$ cat config.mk
export PLATFORM = sky130hd
export DESIGN_NAME = xorshift_range_random_flat
export DESIGN_NICKNAME = d
export VERILOG_FILES = /design/src/sv/xrr_pkg.sv /design/src/sv/xrr_in_if.sv /design/src/sv/xrr_out_if.sv /design/src/sv/xrr_ctrl.sv /design/src/sv/xrr_datapath.sv /design/src/sv/xorshift_range_random.sv /design/src/flat_wrapper.sv
export SDC_FILE = /design/constraint.sdc
export NUM_CORES = 1
export LEC_CHECK = 0
export BUFFER_PORTS_ARGS = -buffer_cell sky130_fd_sc_hd__buf_2
export CORE_UTILIZATION = 50
export CTS_CLUSTER_SIZE = 10
export DETAILED_ROUTE_END_ITERATION = 10
export GPL_ROUTABILITY_DRIVEN = 1
export MAX_ROUTING_LAYER = met4
export PLACE_DENSITY = 0.68
export RECOVER_POWER = 50
export SETUP_SLACK_MARGIN = 0.15
export SYNTH_ARGS = -nofsm -noshare
export SYNTH_HDL_FRONTEND = slang
export SYNTH_SLANG_ARGS = --single-unit
$ cat constraint.sdc
create_clock -name clk -period 4.38 [get_ports clk]
set_clock_uncertainty 0.1 [all_clocks]
set_input_delay 0.438 -clock clk [delete_from_list [all_inputs] [get_ports clk]]
set_output_delay 0.438 -clock clk [all_outputs]
set_load 0.005 [all_outputs]
$ cat src/sv/xrr_pkg.sv
// Shared constants and types for the xorshift range generator.
`default_nettype none
package xrr_pkg;

    // Item and state widths
    localparam int WORD_W = 64;
    localparam int RES_W  = 63;

    // Generator reset values
    localparam logic [WORD_W-1:0] INIT_A     = 64'd123456789;
    localparam logic [WORD_W-1:0] INIT_B     = 64'd362436069;
    localparam logic [WORD_W-1:0] INIT_C     = 64'd521288629;
    localparam logic [WORD_W-1:0] SEED_RESET = 64'd88675123;

    // Xorshift shift amounts
    localparam int SHIFT_LEFT = 11;
    localparam int SHIFT_D    = 19;
    localparam int SHIFT_T    = 8;

    // Radix-2 divider: one quotient bit per cycle
    localparam int DIV_STEPS = WORD_W;
    localparam int CNT_W     = $clog2(DIV_STEPS);

    // Commands from the controller to the datapath
    typedef struct packed {
        logic start;     // advance generator, load divider operands
        logic div_step;  // one restoring division step
        logic load_out;  // capture remainder into the output register
    } xrr_cmd_t;

endpackage
`default_nettype wire

$ cat src/sv/xrr_in_if.sv
// Input channel: valid/ready handshake carrying the range limit.
`default_nettype none
interface xrr_in_if;
    logic                              valid;
    logic                              ready;
    logic signed [xrr_pkg::WORD_W-1:0] range_limit;

    modport source (output valid, output range_limit, input ready);
    modport sink   (input valid, input range_limit, output ready);
endinterface
`default_nettype wire

$ cat src/sv/xrr_out_if.sv
// Output channel: valid/ready handshake carrying the random value.
`default_nettype none
interface xrr_out_if;
    logic                       valid;
    logic                       ready;
    logic [xrr_pkg::RES_W-1:0]  random_value;

    modport source (output valid, output random_value, input ready);
    modport sink   (input valid, input random_value, output ready);
endinterface
`default_nettype wire

$ cat src/sv/xrr_ctrl.sv
// Controller: sequences generator update, division steps and output load.
`default_nettype none
module xrr_ctrl
(
    input  wire logic              clk,
    input  wire logic              rst_n,
    input  wire logic              in_valid,
    output      logic              in_ready,
    output      logic              out_valid,
    input  wire logic              out_ready,
    output      xrr_pkg::xrr_cmd_t cmd
);

    localparam logic [1:0] ST_IDLE = 2'd0;
    localparam logic [1:0] ST_DIV  = 2'd1;
    localparam logic [1:0] ST_FIN  = 2'd2;

    logic [1:0]                 state_reg, state_next;
    logic [xrr_pkg::CNT_W-1:0]  cnt_reg, cnt_next;
    logic                       out_valid_reg, out_valid_next;
    logic                       out_free;

    // Output register is free when empty or being drained this cycle
    assign out_free  = !out_valid_reg || out_ready;
    assign in_ready  = (state_reg == ST_IDLE);
    assign out_valid = out_valid_reg;

    // Next state and commands
    always_comb
    begin
        state_next = state_reg;
        cnt_next   = cnt_reg;
        cmd        = '0;
        unique case (state_reg)
            ST_IDLE:
            begin
                if (in_valid)
                begin
                    cmd.start  = 1'b1;
                    cnt_next   = '0;
                    state_next = ST_DIV;
                end
            end
            ST_DIV:
            begin
                cmd.div_step = 1'b1;
                cnt_next     = cnt_reg + 1'b1;
                if (cnt_reg == xrr_pkg::CNT_W'(xrr_pkg::DIV_STEPS - 1))
                begin
                    state_next = ST_FIN;
                end
            end
            ST_FIN:
            begin
                if (out_free)
                begin
                    cmd.load_out = 1'b1;
                    state_next   = ST_IDLE;
                end
            end
            default:
            begin
                state_next = ST_IDLE;
            end
        endcase
    end

    // Output valid flag
    always_comb
    begin
        if (cmd.load_out)
        begin
            out_valid_next = 1'b1;
        end
        else if (out_ready)
        begin
            out_valid_next = 1'b0;
        end
        else
        begin
            out_valid_next = out_valid_reg;
        end
    end

    always_ff @(posedge clk or negedge rst_n)
    begin
        if (!rst_n)
        begin
            state_reg     <= ST_IDLE;
            cnt_reg       <= '0;
            out_valid_reg <= 1'b0;
        end
        else
        begin
            state_reg     <= state_next;
            cnt_reg       <= cnt_next;
            out_valid_reg <= out_valid_next;
        end
    end

endmodule
`default_nettype wire

$ cat src/sv/xrr_datapath.sv
// Datapath: xorshift word state, magnitude logic, restoring divider, output register.
`default_nettype none
module xrr_datapath
(
    input  wire logic                              clk,
    input  wire logic                              rst_n,
    input  wire xrr_pkg::xrr_cmd_t                 cmd,
    input  wire logic                              seed_we,
    input  wire logic [xrr_pkg::WORD_W-1:0]        seed_wdata,
    input  wire logic signed [xrr_pkg::WORD_W-1:0] range_limit,
    output      logic [xrr_pkg::RES_W-1:0]         random_value
);

    localparam int W = xrr_pkg::WORD_W;

    logic [W-1:0] word_a_reg, word_b_reg, word_c_reg, word_d_reg;
    logic [W-1:0] rem_reg, rem_next;
    logic [W-1:0] dvd_reg, dvd_next;
    logic [W-1:0] dvs_reg, dvs_next;
    logic [xrr_pkg::RES_W-1:0] res_reg;

    logic [W-1:0] t_val, d_sra, new_d, d_mag, lim_mag;
    logic [W:0]   shifted, diff;

    // Xorshift update of the fourth word
    assign t_val = word_a_reg ^ (word_a_reg << xrr_pkg::SHIFT_LEFT);
    assign d_sra = {{xrr_pkg::SHIFT_D{word_d_reg[W-1]}}, word_d_reg[W-1:xrr_pkg::SHIFT_D]};
    assign new_d = word_d_reg ^ d_sra ^ t_val ^ (t_val >> xrr_pkg::SHIFT_T);

    // Unsigned magnitudes; zero limit counts as one
    assign d_mag   = new_d[W-1] ? (~new_d + 1'b1) : new_d;
    assign lim_mag = range_limit[W-1] ? (~range_limit + 1'b1) : range_limit;

    // Restoring division step: shift in next dividend bit, subtract if it fits
    assign shifted = {rem_reg, dvd_reg[W-1]};
    assign diff    = shifted - {1'b0, dvs_reg};

    always_comb
    begin
        rem_next = rem_reg;
        dvd_next = dvd_reg;
        dvs_next = dvs_reg;
        if (cmd.start)
        begin
            rem_next = '0;
            dvd_next = d_mag;
            dvs_next = (lim_mag == '0) ? W'(1) : lim_mag;
        end
        else if (cmd.div_step)
        begin
            rem_next = diff[W] ? shifted[W-1:0] : diff[W-1:0];
            dvd_next = {dvd_reg[W-2:0], 1'b0};
        end
    end

    // Generator words; a seed write reloads the fourth word unless start advances them
    always_ff @(posedge clk or negedge rst_n)
    begin
        if (!rst_n)
        begin
            word_a_reg <= xrr_pkg::INIT_A;
            word_b_reg <= xrr_pkg::INIT_B;
            word_c_reg <= xrr_pkg::INIT_C;
            word_d_reg <= xrr_pkg::SEED_RESET;
        end
        else if (cmd.start)
        begin
            word_a_reg <= word_b_reg;
            word_b_reg <= word_c_reg;
            word_c_reg <= word_d_reg;
            word_d_reg <= new_d;
        end
        else if (seed_we)
        begin
            word_d_reg <= seed_wdata;
        end
    end

    // Divider and output payload registers
    always_ff @(posedge clk)
    begin
        rem_reg <= rem_next;
        dvd_reg <= dvd_next;
        dvs_reg <= dvs_next;
        if (cmd.load_out)
        begin
            res_reg <= rem_reg[xrr_pkg::RES_W-1:0];
        end
    end

    assign random_value = res_reg;

endmodule
`default_nettype wire

$ cat src/sv/xorshift_range_random.sv
// An accepted item runs the radix-2 divider one bit per cycle, then loads its remainder
// into the output register; the input stays blocked until that load.
// The next item is accepted while a finished result waits in the output register.
// Reset (rst_n, async active low): words return to their initial values, the fourth
// word to 88675123; the output is empty. A seed write reloads it unless an item starts.
`default_nettype none
module xorshift_range_random
(
    input  wire logic                         clk,
    input  wire logic                         rst_n,
    input  wire logic                         cfg_wr_en,
    input  wire logic [xrr_pkg::WORD_W-1:0]   cfg_wr_data,
    xrr_in_if.sink                            in_ch,
    xrr_out_if.source                         out_ch
);

    xrr_pkg::xrr_cmd_t cmd;

    // Sequencer
    xrr_ctrl u_ctrl
    (
        .clk       (clk),
        .rst_n     (rst_n),
        .in_valid  (in_ch.valid),
        .in_ready  (in_ch.ready),
        .out_valid (out_ch.valid),
        .out_ready (out_ch.ready),
        .cmd       (cmd)
    );

    // Generator and divider
    xrr_datapath u_datapath
    (
        .clk          (clk),
        .rst_n        (rst_n),
        .cmd          (cmd),
        .seed_we      (cfg_wr_en),
        .seed_wdata   (cfg_wr_data),
        .range_limit  (in_ch.range_limit),
        .random_value (out_ch.random_value)
    );

    // Commands are mutually exclusive
    a_cmd_onehot: assert property (@(posedge clk) disable iff (!rst_n)
        $onehot0(cmd))
        else $error("controller issued overlapping commands");

    // A new result never overwrites one that is still waiting
    a_no_overwrite: assert property (@(posedge clk) disable iff (!rst_n)
        cmd.load_out |-> (!out_ch.valid || out_ch.ready))
        else $error("output register overwritten while stalled");

    // An accepted item blocks the input until its division is done
    a_busy_after_accept: assert property (@(posedge clk) disable iff (!rst_n)
        (in_ch.valid && in_ch.ready) |=> (!in_ch.ready && cmd.div_step))
        else $error("input not blocked after accept");

    // Results appear only after a full division, possibly held by a stalled output
    a_load_after_div: assert property (@(posedge clk) disable iff (!rst_n)
        $rose(cmd.load_out) |->
            ($past(cmd.div_step) || $past(out_ch.valid && !out_ch.ready)))
        else $error("result loaded without preceding division");

endmodule
`default_nettype wire
$ cat src/flat_wrapper.sv
// flat-port wrapper written by rule: the top's interface ports become plain ports
module xorshift_range_random_flat 
  (clk, rst_n, cfg_wr_en, cfg_wr_data, in_ch_valid, in_ch_range_limit, in_ch_ready, out_ch_valid, out_ch_random_value, out_ch_ready);
  xrr_in_if in_ch_i ();
  xrr_out_if out_ch_i ();
  input  wire logic clk;
  input  wire logic rst_n;
  input  wire logic cfg_wr_en;
  input  wire logic [xrr_pkg::WORD_W-1:0] cfg_wr_data;
  input wire logic [$bits(in_ch_i.valid)-1:0] in_ch_valid;
  input wire logic [$bits(in_ch_i.range_limit)-1:0] in_ch_range_limit;
  output wire logic [$bits(in_ch_i.ready)-1:0] in_ch_ready;
  output wire logic [$bits(out_ch_i.valid)-1:0] out_ch_valid;
  output wire logic [$bits(out_ch_i.random_value)-1:0] out_ch_random_value;
  input wire logic [$bits(out_ch_i.ready)-1:0] out_ch_ready;
  assign in_ch_i.valid = in_ch_valid;
  assign in_ch_i.range_limit = in_ch_range_limit;
  assign in_ch_ready = in_ch_i.ready;
  assign out_ch_valid = out_ch_i.valid;
  assign out_ch_random_value = out_ch_i.random_value;
  assign out_ch_i.ready = out_ch_ready;
  xorshift_range_random u_core (.clk(clk), .rst_n(rst_n), .cfg_wr_en(cfg_wr_en), .cfg_wr_data(cfg_wr_data), .in_ch(in_ch_i), .out_ch(out_ch_i));
endmodule
==> metrics <==
Ys Warns 0; Max VDD drop 0.574 mV; Area contributors post-synth edfxtp_1, dfrtp_1, nand2_1; first-pass GRT wire length 141,000 um; DRC errors left 0; violated checks capacitance limit, slew limit; CTS tree built; vias in the first global route 23,600; first-pass iteration count of the detailed router 8; min cycle time layout 4150 ps; syn_nets 3,421; Hold Path Class in -> reg; Root Buffer Master clkbuf_16; dpl ws 174 ps; post-route ant nets 0; endpoints failing setup 0; crit-path max cell delay 570 ps; syn_area_per_cell 9.28 sq um; pin count of the biggest net entering global routing 248; # rows 89; Layout Nets 3,621; gr ovfl total 0; core area 59,000 sq um; final wirelength 91,800 um; Commonest cells post-synth nand2_1, xnor2_1, dfrtp_1; Buffers on Ports 197; Vias 25,000; Slew Limit Fails 159; Final WS setup 232 ps; Post-Syn Instances 3,220; Num Clock Sinks 520; Crit Path Max Fanout 10; final worst path period share 94.7%; CP max stage cell dfstp_2; CTS buffer count 60; initial core utilization 50.6%; die area 60,800 sq um; share of the synthesized area in the top cell type 19.2%; gpl congestion 0.976; asr flop ratio synth 51.0%; Worst-path clk slew 60 ps; Setup crit start kind register; MaxCap Viol Count 3; mapped cell area 29,900 sq um; clk buf depth 3; worst-margin pin slew 2550 ps; Final TNS setup 0 ps; WS Path Type reg -> reg; dominant synthesized flop cell dfrtp_1; RSZ-0062 raised after global routing true; Die Height 246 um; Syn-to-layout area delta 13.7%; Req. time, crit path 4610 ps; Horiz. Die Dim 246 um; WL per Instance 21.6 um; Crit. End Element register; gr usage total 31.1%; Max-slew headroom -70.2%; worst skew pair latency 640 ps; Yosys cell types 83; post-DP HPWL 68,300 um; Yosys top cell by area edfxtp_1; Yosys reg bits 520; status finished, violations left; vias per inst 5.88; htree depth 2; most common cell in the netlist nand2_1; Post-synth EDFFs 191; drt initial violations 2,334; final number of hold-violating endpoints 0; crit-path cells xnor2_1 > xnor3_2 > or4_4 > or4_4 > or4b_1 > buf_4 > nor4_4 > nand4_1 > xnor2_1 > o21ai_1; layout cells sized above 1 11.6%; Worst EP arrival 4380 ps; initial antenna violation count 11; leakage power 0.0147 uW; PD cells 871 nW/um^2; total I/O pin count 198; Seq/Total Area, Yosys 45.9%; Fmax 241 MHz
[power breakdown]
| part | internal, uW | total (uW) | switching (uW) |
|---|---|---|---|
| registers | 7170 | 8900 | 1730 |
| logic | 6890 | 16000 | 9140 |
| clock network | 2660 | 4660 | 2000 |
[final timing paths]
check / startpoint / depth (start not counted) / slack, ps / endpoint
max reg2reg: u_core.u_datapath.word_a_reg[24]$_DFFE_PN1P_ / 10 / 230 / u_core.u_datapath.dvd_reg[55]$_DFFE_PP_
max in group asynchronous: rst_n / 3 / 690 / u_core.u_datapath.word_b_reg[44]$_DFFE_PN0P_
max: u_core.u_datapath.word_a_reg[24]$_DFFE_PN1P_ / 10 / 230 / u_core.u_datapath.dvd_reg[55]$_DFFE_PP_
min reg2reg: u_core.u_datapath.word_b_reg[19]$_DFFE_PN1P_ / 2 / 350 / u_core.u_datapath.word_a_reg[19]$_DFFE_PN1P_
min in group asynchronous: rst_n / 2 / 950 / u_core.u_datapath.word_c_reg[3]$_DFFE_PN0P_
min: cfg_wr_data[6] / 3 / 10 / u_core.u_datapath.word_d_reg[6]$_DFFE_PN0P_
[cell usage in the layout, fill, tap and decap left out, drive strengths merged, types with 16 or more instances in the layout]
| cell type | synthesis | layout |
|---|---|---|
| nand2 | 874 | 874 |
| xnor2 | 250 | 250 |
| buf | 11 | 219 |
| dfrtp | 204 | 204 |
| o21ai | 193 | 193 |
| edfxtp | 191 | 191 |
| clkbuf | 157 | 164 |
| a21oi | 128 | 128 |
| nor2 | 122 | 122 |
| inv | 97 | 99 |
| ha | 67 | 67 |
| o211ai | 66 | 66 |
| mux2i | 65 | 65 |
| dfxtp | 64 | 64 |
| xor2 | 63 | 63 |
| dfstp | 61 | 61 |
| nor3 | 54 | 54 |
| xnor3 | 47 | 47 |
| nand4 | 45 | 45 |
| nand3 | 42 | 42 |
| a21o | 37 | 37 |
| o31ai | 33 | 33 |
| nor4 | 30 | 30 |
| dlygate4sd3 | 0 | 29 |
| or3 | 25 | 25 |
| and3 | 18 | 18 |
| o311ai | 17 | 17 |
| nor2b | 17 | 17 |
| o21a | 16 | 16 |
| or4 | 16 | 16 |
| o41ai | 16 | 16 |
[stage by stage]
step	cells	hold WS, ps	instance area, sq um	power [uW]	util [%]
detailed placement	4101	346	32000	24600	54.1
global route	4253	16.1	34000	31400	57.6
CTS	4241	0.536	34000	29400	57.7
finish	4253	10.2	34000	29600	57.6
global placement	4101	341	32000	24300	54.1
floorplan	3220	42.4	29900	19700	-
[layout make-up]
cell class | count | area (sq um)
antenna | 11 | 27.5
clock buffer | 106 | 1740
clock inverter | 5 | 53.8
fill | 5215 | 25000
inverter | 97 | 372
multi-input combinational | 2435 | 15200
sequential | 520 | 13700
tap | 773 | 967
timing repair buffer | 306 | 1860
[layer usage]
metal / vias up / share of wire, % / track usage, %
li1: 11700 / - / -
met5: - / 0 / -
met1: 12200 / 44 / 42.8
met2: 953 / 45 / 46.9
met3: 173 / 7.2 / 5.03
met4: 0 / 3.4 / 10.1
[worst max-delay path, delay by kind of cell (launching register included)]
family                    cells  cell delay, ps
and+or+nand+nor               5            2010
xor gates and xnor gates      3             880
AOI/OAI and AO/OA             1              80
DFF                           1             570
buffers and inverters         1             210
[cells by family after synthesis]
group | synth area share, %
flip-flops | 45.9
buffers and inverters | 3.34
adder cells (fa/ha/maj) | 2.87
AO/OA/AOI/OAI | 13.7
AND/OR/NAND/NOR | 19.0
XOR/XNOR | 12.8
multiplexers | 2.29
[what timing repair did]
| action | in CTS | in global routing |
|---|---|---|
| buffers inserted | 0 | 1 |
| hold buffers | 29 | 0 |
| endpoints found under the setup margin | 3 | 29 |
| resized for setup | 1 | 7 |
| hold endpoints to repair | 97 | 0 |
(Power assumes the default switching activity.)
